===== config.mk =====
export PLATFORM = sky130hd
export DESIGN_NAME = rgb_led_pattern_pwm_unit
export DESIGN_NICKNAME = d
export VERILOG_FILES = /design/src/hw/rtl/rlp_pkg.sv /design/src/hw/rtl/rlp_cfg_regs.sv /design/src/hw/rtl/rlp_pattern.sv /design/src/hw/rtl/rgb_led_pattern_pwm_unit.sv
export SDC_FILE = /design/constraint.sdc
export NUM_CORES = 1
export LEC_CHECK = 0
export BUFFER_PORTS_ARGS = -buffer_cell sky130_fd_sc_hd__buf_2
export CAP_MARGIN = 15
export CORE_MARGIN = 2
export CORE_UTILIZATION = 65
export CTS_BUF_LIST = sky130_fd_sc_hd__clkbuf_16
export DETAILED_ROUTE_END_ITERATION = 10
export HOLD_SLACK_MARGIN = 0.1
export MAX_ROUTING_LAYER = met4
export PLACE_DENSITY = 0.86
export REMOVE_ABC_BUFFERS = 1
export SLEW_MARGIN = 5
export SYNTH_ARGS = -nofsm -noshare
export SYNTH_HDL_FRONTEND = slang
export SYNTH_SLANG_ARGS = --single-unit

===== constraint.sdc =====
create_clock -name clk_i -period 7.4 [get_ports clk_i]
set_input_delay 2.22 -clock clk_i [delete_from_list [all_inputs] [get_ports clk_i]]
set_output_delay 2.22 -clock clk_i [all_outputs]
set_load 0.01 [all_outputs]

===== src/hw/rtl/rlp_pkg.sv =====
package rlp_pkg;

  // Default geometry of the pattern generator.
  localparam int unsigned PwmPeriodSteps = 16;
  localparam int unsigned FadeTicks      = 2000;

  // Blink timing in ticks.
  localparam int unsigned HalfFast   = 250;
  localparam int unsigned PeriodFast = 500;
  localparam int unsigned HalfSlow   = 500;
  localparam int unsigned PeriodSlow = 1000;
  localparam int unsigned PhaseW     = $clog2(PeriodSlow);

  localparam int unsigned DutyW = 5;

  // Register reset values.
  localparam logic [DutyW-1:0] DutyRedMax    = 5'd8;
  localparam logic [DutyW-1:0] DutyGreenMax  = 5'd2;
  localparam logic [DutyW-1:0] DutyBlueMax   = 5'd4;
  localparam logic [DutyW-1:0] DutyGreenOrng = 5'd1;

  typedef enum logic [1:0] {
    REG_RED_MAX      = 2'd0,
    REG_GREEN_MAX    = 2'd1,
    REG_BLUE_MAX     = 2'd2,
    REG_GREEN_ORANGE = 2'd3
  } reg_idx_e;

  typedef enum logic {
    ACT_TICK      = 1'b0,
    ACT_FORCE_OFF = 1'b1
  } action_e;

  typedef enum logic [3:0] {
    MODE_OFF          = 4'd0,
    MODE_WHITE_PULSE  = 4'd1,
    MODE_WHITE_FADE   = 4'd2,
    MODE_WHITE_ORANGE = 4'd3,
    MODE_YELLOW       = 4'd4,
    MODE_YELLOW_BLINK = 4'd5,
    MODE_GREEN        = 4'd6,
    MODE_RED          = 4'd7,
    MODE_RED_BLINK    = 4'd8,
    MODE_NONE         = 4'd15
  } mode_e;

  typedef struct packed {
    logic [DutyW-1:0] red_max;
    logic [DutyW-1:0] green_max;
    logic [DutyW-1:0] blue_max;
    logic [DutyW-1:0] green_orange;
  } led_cfg_t;

  typedef struct packed {
    action_e    action;
    logic [3:0] mode;
  } led_item_t;

  typedef struct packed {
    logic strobe;
    logic blue;
    logic green;
    logic red;
  } led_res_t;

endpackage


===== src/hw/rtl/rlp_cfg_regs.sv =====
module rlp_cfg_regs import rlp_pkg::*; (
  input  logic             clk_i,
  input  logic             rst_ni,
  input  logic             cfg_valid_i,
  output logic             cfg_ready_o,
  input  logic [1:0]       cfg_index_i,
  input  logic [DutyW-1:0] cfg_data_i,
  output led_cfg_t         cfg_o
);

  led_cfg_t cfg_d, cfg_q;

  assign cfg_ready_o = 1'b1;

  always_comb begin
    cfg_d = cfg_q;
    if (cfg_valid_i) begin
      case (reg_idx_e'(cfg_index_i))
        REG_RED_MAX:      cfg_d.red_max      = cfg_data_i;
        REG_GREEN_MAX:    cfg_d.green_max    = cfg_data_i;
        REG_BLUE_MAX:     cfg_d.blue_max     = cfg_data_i;
        REG_GREEN_ORANGE: cfg_d.green_orange = cfg_data_i;
        default: ;
      endcase
    end
  end

  always_ff @(posedge clk_i or negedge rst_ni) begin
    if (!rst_ni) begin
      cfg_q.red_max      <= DutyRedMax;
      cfg_q.green_max    <= DutyGreenMax;
      cfg_q.blue_max     <= DutyBlueMax;
      cfg_q.green_orange <= DutyGreenOrng;
    end else begin
      cfg_q <= cfg_d;
    end
  end

  assign cfg_o = cfg_q;

endmodule


===== src/hw/rtl/rlp_pattern.sv =====
module rlp_pattern import rlp_pkg::*; #(
  parameter int unsigned PWM_PERIOD_STEPS = PwmPeriodSteps,
  parameter int unsigned FADE_TICKS       = FadeTicks
) (
  input  logic      clk_i,
  input  logic      rst_ni,
  input  logic      adv_i,
  input  led_item_t item_i,
  input  led_cfg_t  cfg_i,
  output led_res_t  res_o
);

  localparam int unsigned StepW = (PWM_PERIOD_STEPS > 1) ? $clog2(PWM_PERIOD_STEPS) : 1;
  localparam int unsigned LeftW = $clog2(FADE_TICKS + 1);
  localparam int unsigned IncW  = $clog2(PWM_PERIOD_STEPS + 1);
  localparam int unsigned ProdW = DutyW + LeftW;
  localparam int unsigned ThrW  = IncW + LeftW;
  localparam int unsigned CmpW  = (ProdW > ThrW) ? ProdW : ThrW;
  localparam int unsigned DcmpW = (StepW > DutyW) ? StepW : DutyW;

  localparam logic [StepW-1:0]  StepLast  = StepW'(PWM_PERIOD_STEPS - 1);
  localparam logic [PhaseW-1:0] PhaseLast = PhaseW'(PeriodSlow - 1);
  localparam logic [LeftW-1:0]  LeftFull  = LeftW'(FADE_TICKS);

  logic [3:0]        mode_d, mode_q;
  logic [StepW-1:0]  step_d, step_q;
  logic [PhaseW-1:0] phase_d, phase_q, phase;
  logic [LeftW-1:0]  left_d, left_q, left;
  logic [2:0]        last_d, last_q;

  logic              restart, fast_lit, slow_lit;
  logic              on_r, on_g, on_b, on_go;
  logic              fade_r, fade_g, fade_b;
  logic [CmpW-1:0]   thr;
  logic [2:0]        rgb;

  assign restart = (item_i.mode != mode_q);
  assign phase   = restart ? '0 : phase_q;
  assign left    = restart ? LeftFull : left_q;

  // Fast blink: lit in the first half of each 500-tick period.
  assign fast_lit = (phase < PhaseW'(HalfFast)) ||
                    ((phase >= PhaseW'(PeriodFast)) &&
                     (phase < PhaseW'(PeriodFast + HalfFast)));
  assign slow_lit = (phase < PhaseW'(HalfSlow));

  assign on_r  = DcmpW'(step_q) < DcmpW'(cfg_i.red_max);
  assign on_g  = DcmpW'(step_q) < DcmpW'(cfg_i.green_max);
  assign on_b  = DcmpW'(step_q) < DcmpW'(cfg_i.blue_max);
  assign on_go = DcmpW'(step_q) < DcmpW'(cfg_i.green_orange);

  // The scaled duty floor(duty * left / F) exceeds the step exactly when
  // duty * left reaches (step + 1) * F, which avoids any division.
  assign thr    = CmpW'(CmpW'(step_q) + CmpW'(1)) * CmpW'(FADE_TICKS);
  assign fade_r = (CmpW'(cfg_i.red_max)   * CmpW'(left)) >= thr;
  assign fade_g = (CmpW'(cfg_i.green_max) * CmpW'(left)) >= thr;
  assign fade_b = (CmpW'(cfg_i.blue_max)  * CmpW'(left)) >= thr;

  always_comb begin
    rgb = 3'b000;
    case (mode_e'(item_i.mode))
      MODE_WHITE_PULSE:  rgb = fast_lit ? {on_b, on_g, on_r} : 3'b000;
      MODE_WHITE_FADE:   rgb = (left != '0) ? {fade_b, fade_g, fade_r} : 3'b000;
      MODE_WHITE_ORANGE: rgb = fast_lit ? {on_b, on_g, on_r} : {1'b0, on_go, on_r};
      MODE_YELLOW:       rgb = {1'b0, on_g, on_r};
      MODE_YELLOW_BLINK: rgb = slow_lit ? {1'b0, on_g, on_r} : 3'b000;
      MODE_GREEN:        rgb = {1'b0, on_g, 1'b0};
      MODE_RED:          rgb = {2'b00, on_r};
      MODE_RED_BLINK:    rgb = slow_lit ? {2'b00, on_r} : 3'b000;
      default:           rgb = 3'b000;
    endcase
  end

  always_comb begin
    mode_d  = mode_q;
    step_d  = step_q;
    phase_d = phase_q;
    left_d  = left_q;
    last_d  = last_q;
    if (item_i.action == ACT_FORCE_OFF) begin
      res_o  = '{strobe: 1'b1, blue: 1'b0, green: 1'b0, red: 1'b0};
      last_d = 3'b000;
    end else begin
      res_o   = '{strobe: (rgb != last_q), blue: rgb[2], green: rgb[1], red: rgb[0]};
      last_d  = rgb;
      mode_d  = item_i.mode;
      step_d  = (step_q == StepLast) ? '0 : step_q + StepW'(1);
      phase_d = (phase == PhaseLast) ? '0 : phase + PhaseW'(1);
      left_d  = (left != '0) ? left - LeftW'(1) : left;
    end
  end

  always_ff @(posedge clk_i or negedge rst_ni) begin
    if (!rst_ni) begin
      mode_q  <= MODE_NONE;
      step_q  <= '0;
      phase_q <= '0;
      left_q  <= LeftFull;
      last_q  <= 3'b000;
    end else if (adv_i) begin
      mode_q  <= mode_d;
      step_q  <= step_d;
      phase_q <= phase_d;
      left_q  <= left_d;
      last_q  <= last_d;
    end
  end

  a_step_range: assert property (@(posedge clk_i) disable iff (!rst_ni)
    step_q <= StepLast) else $error("PWM step beyond its period");

  a_phase_range: assert property (@(posedge clk_i) disable iff (!rst_ni)
    phase_q <= PhaseLast) else $error("Blink phase beyond its period");

  a_force_clears: assert property (@(posedge clk_i) disable iff (!rst_ni)
    adv_i && (item_i.action == ACT_FORCE_OFF) |=> (last_q == 3'b000))
    else $error("Force off did not clear the last written levels");

endmodule


===== src/hw/rtl/rgb_led_pattern_pwm_unit.sv =====
// RGB LED pattern generator. Each input transaction is either a 1 ms tick
// carrying the requested pattern mode or a force-off request, and gives exactly
// one output transaction holding the three LED line levels and a write strobe
// that is set when the levels differ from those last written, and always on a
// force-off. The block takes one transaction per clock cycle while the output is
// not stalled; each result passes through the input register and then the
// result register, which sit around the pattern logic, before it is valid on
// the output. Duty caps are written through the configuration channel,
// which is always ready and should only be used while no transaction is in
// flight.
module rgb_led_pattern_pwm_unit import rlp_pkg::*; #(
  parameter int unsigned PWM_PERIOD_STEPS = PwmPeriodSteps,
  parameter int unsigned FADE_TICKS       = FadeTicks
) (
  input  logic             clk_i,
  input  logic             rst_ni,
  input  logic             s_axis_tvalid,
  output logic             s_axis_tready,
  input  logic [7:0]       s_axis_tdata,   // [3:0] mode, [7:4] zero
  input  logic             s_axis_tuser,   // [0] action
  output logic             m_axis_tvalid,
  input  logic             m_axis_tready,
  output logic [7:0]       m_axis_tdata,   // [0] red_on, [1] green_on,
                                           // [2] blue_on, [3] write_strobe
  input  logic             cfg_valid_i,
  output logic             cfg_ready_o,
  input  logic [1:0]       cfg_index_i,
  input  logic [DutyW-1:0] cfg_data_i
);

  led_cfg_t  cfg;
  led_item_t item_q;
  led_res_t  res, res_q;
  logic      in_vld_q, out_vld_q, adv;

  rlp_cfg_regs u_cfg (
    .clk_i       (clk_i),
    .rst_ni      (rst_ni),
    .cfg_valid_i (cfg_valid_i),
    .cfg_ready_o (cfg_ready_o),
    .cfg_index_i (cfg_index_i),
    .cfg_data_i  (cfg_data_i),
    .cfg_o       (cfg)
  );

  // The pattern stage moves when it holds a transaction and the result register is free or drains.
  assign adv           = in_vld_q && (!out_vld_q || m_axis_tready);
  assign s_axis_tready = !in_vld_q || adv;

  always_ff @(posedge clk_i or negedge rst_ni) begin
    if (!rst_ni) begin
      in_vld_q <= 1'b0;
    end else if (s_axis_tready) begin
      in_vld_q <= s_axis_tvalid;
    end
  end

  always_ff @(posedge clk_i) begin
    if (s_axis_tready && s_axis_tvalid) begin
      item_q.action <= action_e'(s_axis_tuser);
      item_q.mode   <= s_axis_tdata[3:0];
    end
  end

  rlp_pattern #(
    .PWM_PERIOD_STEPS (PWM_PERIOD_STEPS),
    .FADE_TICKS       (FADE_TICKS)
  ) u_pattern (
    .clk_i  (clk_i),
    .rst_ni (rst_ni),
    .adv_i  (adv),
    .item_i (item_q),
    .cfg_i  (cfg),
    .res_o  (res)
  );

  always_ff @(posedge clk_i or negedge rst_ni) begin
    if (!rst_ni) begin
      out_vld_q <= 1'b0;
    end else if (adv) begin
      out_vld_q <= 1'b1;
    end else if (m_axis_tready) begin
      out_vld_q <= 1'b0;
    end
  end

  always_ff @(posedge clk_i) begin
    if (adv) begin
      res_q <= res;
    end
  end

  assign m_axis_tvalid = out_vld_q;
  assign m_axis_tdata  = {4'b0000, res_q.strobe, res_q.blue, res_q.green, res_q.red};

  a_force_result: assert property (@(posedge clk_i) disable iff (!rst_ni)
    adv && (item_q.action == ACT_FORCE_OFF) |=>
      (res_q.strobe && !res_q.red && !res_q.green && !res_q.blue))
    else $error("Force off result is not a blank write");

  a_no_overrun: assert property (@(posedge clk_i) disable iff (!rst_ni)
    in_vld_q && !adv |-> !s_axis_tready)
    else $error("Input register accepts while holding a stalled transaction");

  a_result_loaded: assert property (@(posedge clk_i) disable iff (!rst_ni)
    adv |=> m_axis_tvalid)
    else $error("Processed transaction did not reach the result register");

endmodule


==> results of run 1 <==
-- logic make-up (layout without fill, tap and decap cells) --
group                      Yosys count  after routing
AOI/OAI and AO/OA                  169            169
xor gates and xnor gates            56             56
adders and majority gates          236            236
buffers and inverters              210            230
DFF                                 63             63
muxes                               22             22
other                                2              5
and+or+nand+nor                    392            392
-- final timing paths --
check                      cells after the start                               end  slack (ns)
min reg2reg                                    2   u_pattern.mode_q[1]$_DFFE_PN1P_        0.47
max in group asynchronous                      2  u_pattern.phase_q[1]$_DFFE_PN0P_        4.92
max                                           25     m_axis_tdata[3]$_SDFFCE_PP1P_        0.28
min in group asynchronous                      2              in_vld_q$_DFFE_PN0N_        2.02
min                                            2   u_pattern.mode_q[1]$_DFFE_PN1P_        0.47
max reg2reg                                   25     m_axis_tdata[3]$_SDFFCE_PP1P_        0.28
-- through the flow --
stage | setup TNS (ns) | cells | worst slack, ns
floorplan | 0 | 1116 | 0.408
global placement | 0 | 1339 | 0.354
detailed placement | 0 | 1339 | 0.252
CTS | 0 | 1355 | 0.124
global route | -0.0382 | 1357 | -0.0382
finish | 0 | 1357 | 0.284
-- Yosys cell counts, drive strengths merged, types with 14 or more instances --
cell type | instances | area share, %
dfstp | 14 | 3.7
o21ai | 45 | 2.3
clkbuf | 31 | 1.2
inv | 167 | 6.4
nor3 | 21 | 1.1
dfrtp | 40 | 10
and3 | 44 | 2.8
nand2 | 124 | 4.7
ha | 145 | 18
a21oi | 45 | 2.3
xnor2 | 44 | 3.9
nand3 | 21 | 1.1
fa | 91 | 19
mux2 | 21 | 2.4
and2 | 21 | 1.3
nor2 | 95 | 3.6
-- registers in the layout (all words and copies together) (netlist names) --
name               count
u_pattern.mode_q       4
m_axis_tvalid          1
item_q                 5
u_pattern.left_q      11
in_vld_q               1
m_axis_tdata           4
u_pattern.step_q       4
u_pattern.phase_q     10
u_cfg.cfg_o           20
u_pattern.last_q       3
-- cell usage in the layout (no fill, tap or decap), types with 6 or more instances in the layout --
master,instances
o21ai_0,43
o211ai_1,8
xor2_1,12
a21o_1,9
nor2_1,95
nand3_1,21
mux2_2,21
dfstp_2,14
buf_4,18
clkbuf_16,10
a31oi_1,7
nand2_1,124
dfrtp_1,40
fa_1,91
nand2b_1,11
nor2b_1,11
nor3_1,21
buf_2,22
o21a_1,6
nand4_1,9
inv_1,166
o21bai_1,6
a21oi_1,45
clkinv_1,7
and2_1,20
edfxtp_1,9
and3_1,44
xnor2_1,42
or3_1,10
ha_1,145
-- what timing repair did --
action / in CTS / in global routing
resized for setup: 0 / 8
buffers inserted: 0 / 2
hold endpoints to repair: 0 / 0
endpoints found under the setup margin: 0 / 1
-- worst max-delay path, cell delays in order, from the launching register on --
cell	delay [ns]
edfxtp_1	0.49
xnor2_1	0.31
and4_4	0.33
and2_1	0.26
nand2_1	0.11
fa_1	0.53
fa_1	0.52
fa_1	0.54
inv_1	0.04
ha_1	0.33
a21o_1	0.20
a21oi_1	0.21
nor2b_1	0.09
o211ai_1	0.16
nand2_1	0.10
a41oi_1	0.27
nor2b_1	0.19
xnor2_1	0.08
ha_1	0.30
nand4_1	0.07
a2111oi_0	0.37
o41ai_1	0.17
o211ai_1	0.30
o2bb2ai_2	0.21
xor2_1	0.11
or4_1	0.55
-- final cells by class --
type                            count  area, um2  share of cell area, %
Clock inverter                      6       65.1                  0.619
Clock buffer                       10        250                   2.38
Multi-Input combinational cell    880       7410                   70.5
Inverter                          173        649                   6.18
Sequential cell                    63       1640                   15.6
Timing Repair Buffer               41        265                   2.52
Tap cell                          184        230                   2.19
-- routing by layer --
| layer | track usage [%] | up-vias | share of wire [%] |
|---|---|---|---|
| met2 | 53.3 | 438 | 47 |
| li1 | - | 3864 | - |
| met4 | 14.2 | 0 | 4.7 |
| met5 | - | - | 0 |
| met3 | 5.40 | 109 | 8.8 |
| met1 | 41.2 | 3964 | 39 |
==> results_dict.tcl, run 1 <==
set metrics [dict create \
    finalCritPeriodShare_pct 96.2 \
    synthSimpleGateAreaFrac_pct 19.3 \
    drcViolationCount 0 \
    synth_xor_xnor_area_share_pct 5.00 \
    wire_per_inst_um 18.6 \
    clock_latency_ns 0.33 \
    outcome "finished, final reports clean" \
    cts-htree-levels 3 \
    antenna_found_initial 0 \
    clk_path_buf_depth 2 \
    final_max_slew_viol_count 0 \
    fin_area_mm2 0.0105 \
    relSlewSlack_pct 30.9 \
    drt_pass1_iterations 6 \
    start_kind "flip-flop" \
    numPortBuffers 22 \
    grt_remaining_overflow 0 \
    holdCritStartpoint "u_pattern.mode_q[1]$_DFFE_PN1P_" \
    synth_top_family_by_area "adder cells" \
    syn-cell-area_mm2 0.00982 \
    cts_buffers 9 \
    cap_violations 0 \
    numClockSinks 63 \
    vias_per_cell 6.17 \
    finalSetupViolCount 0 \
    coreArea_mm2 0.0146 \
    ys_seq_elements 63 \
    cts_hold_buf 0 \
    crit_path_end_kind "flip-flop" \
    rows 44 \
    grt_first_pass_wirelength_um 40900 \
    dp_hpwl_um 19000 \
    clock_skew_ns 0.00739 \
    cts_tree "built" \
    num_vias 8375 \
    die_area_mm2 0.0161 \
    min_period_ns 7.12 \
    drive_gt1_share_pct 9.12 \
    cts_root_buf "clkbuf_16" \
    tightestPinTransition_ns 1.02 \
    synth_cell_types 66 \
    drtIter0Drc 746 \
    area_growth_pct 7.01 \
    worst-endpoint-arrival_ns 7.18 \
    initial_core_util_pct 67.0 \
    postRouteAntennaNets 0 \
    setup.worst_path.start "item_q[2]$_DFFE_PP_" \
    cp_max_fo 6 \
    yosysWarnings 0 \
    synth.mux.area_fraction_pct 2.51 \
    postPlaceCellArea_mm2 0.0102 \
    hold_viol 0 \
    fillCellCount 1055 \
    synth_edf_count 9 \
    whs_ns 0.472 \
    finalWeightedCongestion 0.939 \
    grt_usage_pct 33.0 \
    dieHeight_um 127 \
    synthFlopType "dfrtp_1" \
    fin_nets 1425 \
    max_freq_ghz 0.141 \
    path_clk_slew_ns 0.06 \
    setup.worst_path.class "flip-flop to flip-flop" \
    post-route-util_pct 71.7 \
    diodes 0 \
    hold_class "flip-flop to flip-flop" \
    required_ns 7.46 \
    grt_max_degree 55 \
    r2r_start "item_q[2]$_DFFE_PP_" \
    ioPinCount 32 \
    die_w_um 127 \
    grt_pass1_vias 8284 \
    synth_cells 1150 \
    drt-total-wl_um 25300 \
    synth-async-reset-ratio_pct 85.7 \
    ys_seq_area_share_pct 16.7 \
    synth_compound_area_share_pct 11.1 \
    synth_fa_ha_area_share_pct 37.0 \
    syn_avg_cell_area_um2 8.54 \
]
Power of run 1 is left out: the tool's default activity adds up to more than one toggle a clock period on the data nets, which glitch-free logic cannot reach.
==> run 2, diff against run 1 <==
Settings changed: CORE_UTILIZATION 65 to 35, PLACE_DENSITY 0.86 to 0.53, REMOVE_ABC_BUFFERS 1 to unset.
==> run 2 against run 1 <==
Net effect:
- critical path type unchanged
- sequential share of layout area is 0.27 points lower
- worst hold slack worse by 0.0083 ns
- final cell count is 15% higher
- via count is 5.1% lower
- first-iteration DRC count is 29% lower
- register-to-register slack better by 0.15 ns
- highest routed layer unchanged
- clock skew is 0.00053 ns higher
- non-clock buffer count is 3 higher
- global-route usage is 14 points lower
- die area is 83% higher
- sequential cell count stayed put
==> results_dict.tcl, run 2 (synthesized netlist as in run 1, its figures left out) <==
set metrics [dict create \
    max_freq_ghz 0.143 \
    dp_hpwl_um 21300 \
    outcome "finished, final reports clean" \
    diodes 0 \
    dieHeight_um 171 \
    worst-endpoint-arrival_ns 7.05 \
    min_period_ns 6.97 \
    largest_reg_flops 20 \
    hold_viol 0 \
    finalWeightedCongestion 0.862 \
    area_growth_pct 8.91 \
    die_area_mm2 0.0294 \
    layout.cells.most_common "inv_1" \
    rows 61 \
    grt_busiest_layer "met2" \
    cts_tree "built" \
    initial_core_util_pct 35.4 \
    drt_pass1_iterations 5 \
    start_kind "flip-flop" \
    ioPinCount 32 \
    cts-htree-levels 3 \
    finalSetupViolCount 0 \
    rsz0062_at_grt "false" \
    gr-usage-met3_pct 2.32 \
    finalCritPeriodShare_pct 94.2 \
    gr-usage-met2_pct 28.7 \
    clock_latency_ns 0.35 \
    drive_gt1_share_pct 9.01 \
    r2r_start "item_q[1]$_DFFE_PP_" \
    cts_root_buf "clkbuf_16" \
    drcViolationCount 0 \
    clock_skew_ns 0.00792 \
    wire_per_inst_um 17.0 \
    grt_pass1_vias 7536 \
    clk_path_buf_depth 2 \
    hold_class "flip-flop to flip-flop" \
    cts_buffers 9 \
    cp_num_buf_inv 1 \
    final_max_slew_viol_count 0 \
    vias_per_cell 5.11 \
    drtIter0Drc 532 \
    grt_max_degree 55 \
    holdCritStartpoint "u_pattern.mode_q[3]$_DFFE_PN1P_" \
    num_vias 7944 \
    fin_nets 1428 \
    gr-usage-met1_pct 28.4 \
    relSlewSlack_pct 35.4 \
    setup.worst_path.start "item_q[1]$_DFFE_PP_" \
    numPortBuffers 22 \
    slowest_delay_ns 0.55 \
    tightestPinTransition_ns 0.967 \
    setup.worst_path.class "flip-flop to flip-flop" \
    fin_setup_tns_ns 0 \
    final_cell_mix "inv_1, ha_1, nand2_1" \
    slowest_stage "fa_1" \
    grt_remaining_overflow 0 \
    numClockSinks 63 \
    antenna_found_initial 0 \
    crit_path_end_kind "flip-flop" \
    postRouteAntennaNets 0 \
    path_clk_slew_ns 0.06 \
    grt_first_pass_wirelength_um 42600 \
    required_ns 7.48 \
    grt_usage_pct 19.4 \
    cp_max_fo 9 \
    critPathTopFamily "adder cells" \
    path_common_cell "fa_1" \
    die_w_um 171 \
    cap_violations 0 \
    drt-total-wl_um 26400 \
    coreArea_mm2 0.0277 \
]
## run 2: cell types whose count changed in the layout (fill, tap and decap cells not counted), moves of 2 or more
cell        change
clkinvlp_4      +2
xnor2_2         -2
xnor2_1         +2
buf_4           +4
## run 2: per-layer routing
layer	vias to the layer above	share of wire, %
met5	-	0
met4	0	1.4
met3	24	3.9
met2	145	44
met1	3914	50
li1	3861	-
## run 2: area by class of cell
type / count / area [um2]
timing repair buffer: 44 / 275
clock buffer: 9 / 225
fill: 2855 / 17000
multi-input combinational: 880 / 7390
sequential: 63 / 1640
clock inverter: 7 / 41.3
tap: 378 / 473
inverter: 173 / 649
## run 2: path summary, 6_finish.rpt
kind                                                   end  slack (ns)  cells past startpoint
setup / recovery             m_axis_tdata[3]$_SDFFCE_PP1P_        0.43                     25
hold / removal             u_pattern.mode_q[3]$_DFFE_PN1P_        0.46                      2
setup reg to reg             m_axis_tdata[3]$_SDFFCE_PP1P_        0.43                     25
hold reg to reg            u_pattern.mode_q[3]$_DFFE_PN1P_        0.46                      2
max in group asynchronous  u_pattern.step_q[2]$_DFFE_PN0P_        4.90                      2
min in group asynchronous  u_pattern.left_q[2]$_DFFE_PN0P_        2.02                      2
## run 2: per-stage QoR
stage | setup WS [ns] | hold WS, ns | instance area, um2 | instances | util [%]
after CTS | 0.104 | 0.467 | 10700 | 1553 | 38.5
final | 0.430 | 0.463 | 10700 | 1554 | 38.6
after global routing | 0.00106 | 0.477 | 10700 | 1554 | 38.6
after floorplan | 0.805 | 0.446 | 9830 | 1153 | -
after detailed placement | 0.117 | 0.457 | 10400 | 1537 | 37.6
after global placement | 0.246 | 0.455 | 10400 | 1537 | 37.6
## run 2: timing repair
| action | 4_1_cts | 5_1_grt |
|---|---|---|
| buffers inserted | 0 | 1 |
| hold buffers | 0 | 0 |
| endpoints found under the setup margin | 0 | 1 |
| resized for setup | 0 | 3 |
## run 2: tightest hold or removal path, stage by stage, from the launching register on
cell,delay [ns]
dfstp_2,0.37
nand2_1,0.05
nand2_1,0.04
Power of run 2 is left out for the same reason.
==> run 3, diff against run 2 <==
Settings changed: MAX_ROUTING_LAYER met4 to unset.
==> run 3 against run 2 <==
Net effect:
- cell area did not move
- final cell count stayed put
- register-to-register slack about the same
- largest cell class unchanged
- count of clock-buffer cells in the layout is the same
- clock skew up 0.0024 ns
- wire length hardly changed
- worst hold slack better by 0.00084 ns
==> results_dict.tcl, run 3 (synthesized netlist as in run 1, its figures left out) <==
set metrics [dict create \
    outcome "finished, final reports clean" \
    ioPinCount 32 \
    drive_gt1_share_pct 9.01 \
    max_freq_ghz 0.144 \
    initial_core_util_pct 35.4 \
    clk_path_buf_depth 2 \
    tightestPinTransition_ns 0.965 \
    min_period_ns 6.96 \
    cts_buffers 9 \
    dieHeight_um 171 \
    r2r_setup_slack_ns 0.44 \
    grt_pass1_vias 7558 \
    cap_violations 0 \
    clock_latency_ns 0.35 \
    finalWeightedCongestion 0.848 \
    cts_tree "built" \
    crit_path_end_kind "flip-flop" \
    grt_usage_pct 18.9 \
    largest_reg_flops 20 \
    finalCritPeriodShare_pct 94.1 \
    die_w_um 171 \
    drt-total-wl_um 26400 \
    start_kind "flip-flop" \
    path_common_cell "fa_1" \
    clock_skew_ns 0.0104 \
    hold_class "flip-flop to flip-flop" \
    numClockSinks 63 \
    cts-htree-levels 3 \
    diodes 0 \
    relSlewSlack_pct 35.5 \
    drt_pass1_iterations 5 \
    hold_viol 0 \
    final_cell_mix "inv_1, ha_1, nand2_1" \
    finalSetupViolCount 0 \
    layout.cells.most_common "inv_1" \
    wire_per_inst_um 17.0 \
    setup.worst_path.class "flip-flop to flip-flop" \
    cp_max_fo 26 \
    hold_path_end "u_pattern.mode_q[3]$_DFFE_PN1P_" \
    r2r_start "item_q[0]$_DFFE_PP_" \
    grt_remaining_overflow 0 \
    rows 61 \
    hold_depth 2 \
    slowest_stage "fa_1" \
    num_vias 7965 \
    worst-endpoint-arrival_ns 7.04 \
    fin_setup_tns_ns 0 \
    grt_max_degree 55 \
    required_ns 7.48 \
    cts_root_buf "clkbuf_16" \
    final_max_slew_viol_count 0 \
    dp_hpwl_um 21300 \
    die_area_mm2 0.0294 \
    area_growth_pct 8.91 \
    postRouteAntennaNets 0 \
    rr_worst_depth 25 \
    drcViolationCount 0 \
    cts_hold_buf 0 \
    slowest_delay_ns 0.56 \
    path_clk_slew_ns 0.06 \
    grt_first_pass_wirelength_um 42600 \
    drtIter0Drc 541 \
    vias_per_cell 5.13 \
    numPortBuffers 22 \
    rsz0062_at_grt "false" \
    coreArea_mm2 0.0277 \
    antenna_found_initial 0 \
    holdCritStartpoint "u_pattern.mode_q[3]$_DFFE_PN1P_" \
    post-route-util_pct 38.6 \
    r2r-end "m_axis_tdata[3]$_SDFFCE_PP1P_" \
    fin_nets 1428 \
]
==> run 3: cell counts in the layout (fill, tap and decap cells not counted) <==
No cell type changed its count.
==> run 3: area by class of cell <==
class	count	area [um2]
clock inverters	7	41.3
fillers	2855	17000
flip-flops and latches	63	1640
well taps	378	473
repair buffers	44	275
inverters	173	649
multi-input cells	880	7390
clock buffers	9	225
==> run 3: layer usage <==
layer  wire length, um  global-route usage (%)
met5                 0                       0
met4               417                    4.02
met3              1140                    3.08
met2             11600                    28.7
met1             13300                    28.0
==> run 3: worst max-delay path by stage <==
| stage | depth (start not counted) | slack [ns] | end | start |
|---|---|---|---|---|
| 6_report | 25 | 0.44 | m_axis_tdata[3]$_SDFFCE_PP1P_ | item_q[0]$_DFFE_PP_ |
| 5_1_grt | 25 | 0.001 | m_axis_tdata[3]$_SDFFCE_PP1P_ | item_q[1]$_DFFE_PP_ |
| 4_1_cts | 25 | 0.10 | m_axis_tdata[3]$_SDFFCE_PP1P_ | item_q[1]$_DFFE_PP_ |
| 3_5_place_dp | 25 | 0.12 | m_axis_tdata[3]$_SDFFCE_PP1P_ | item_q[1]$_DFFE_PP_ |
| 3_3_place_gp | 26 | 0.25 | m_axis_tdata[3]$_SDFFCE_PP1P_ | item_q[1]$_DFFE_PP_ |
| 2_1_floorplan | 28 | 0.80 | m_axis_tdata[3]$_SDFFCE_PP1P_ | item_q[1]$_DFFE_PP_ |
==> run 3: critical path, delay by kind of cell, from the launching register on <==
family	cells	cell delay, ns
AO/OA/AOI/OAI	6	1.12
AND/OR/NAND/NOR	8	1.93
adder cells (fa/ha/maj)	5	2.27
XOR/XNOR	3	0.42
buffers and inverters	3	0.41
flip-flops	1	0.51
==> run 3: stage by stage <==
stage | cells | cell area, um2 | hold slack, ns | setup WS (ns)
after floorplan | 1153 | 9830 | 0.446 | 0.805
after CTS | 1553 | 10700 | 0.467 | 0.104
final | 1554 | 10700 | 0.464 | 0.439
after global placement | 1537 | 10400 | 0.455 | 0.246
after global routing | 1554 | 10700 | 0.477 | 0.00105
after detailed placement | 1537 | 10400 | 0.457 | 0.117
==> run 3: repair_timing <==
item	CTS	global route
gates resized for setup	0	3
buffers inserted	0	1
setup endpoints to repair	0	1
Power of run 3 is left out for the same reason.
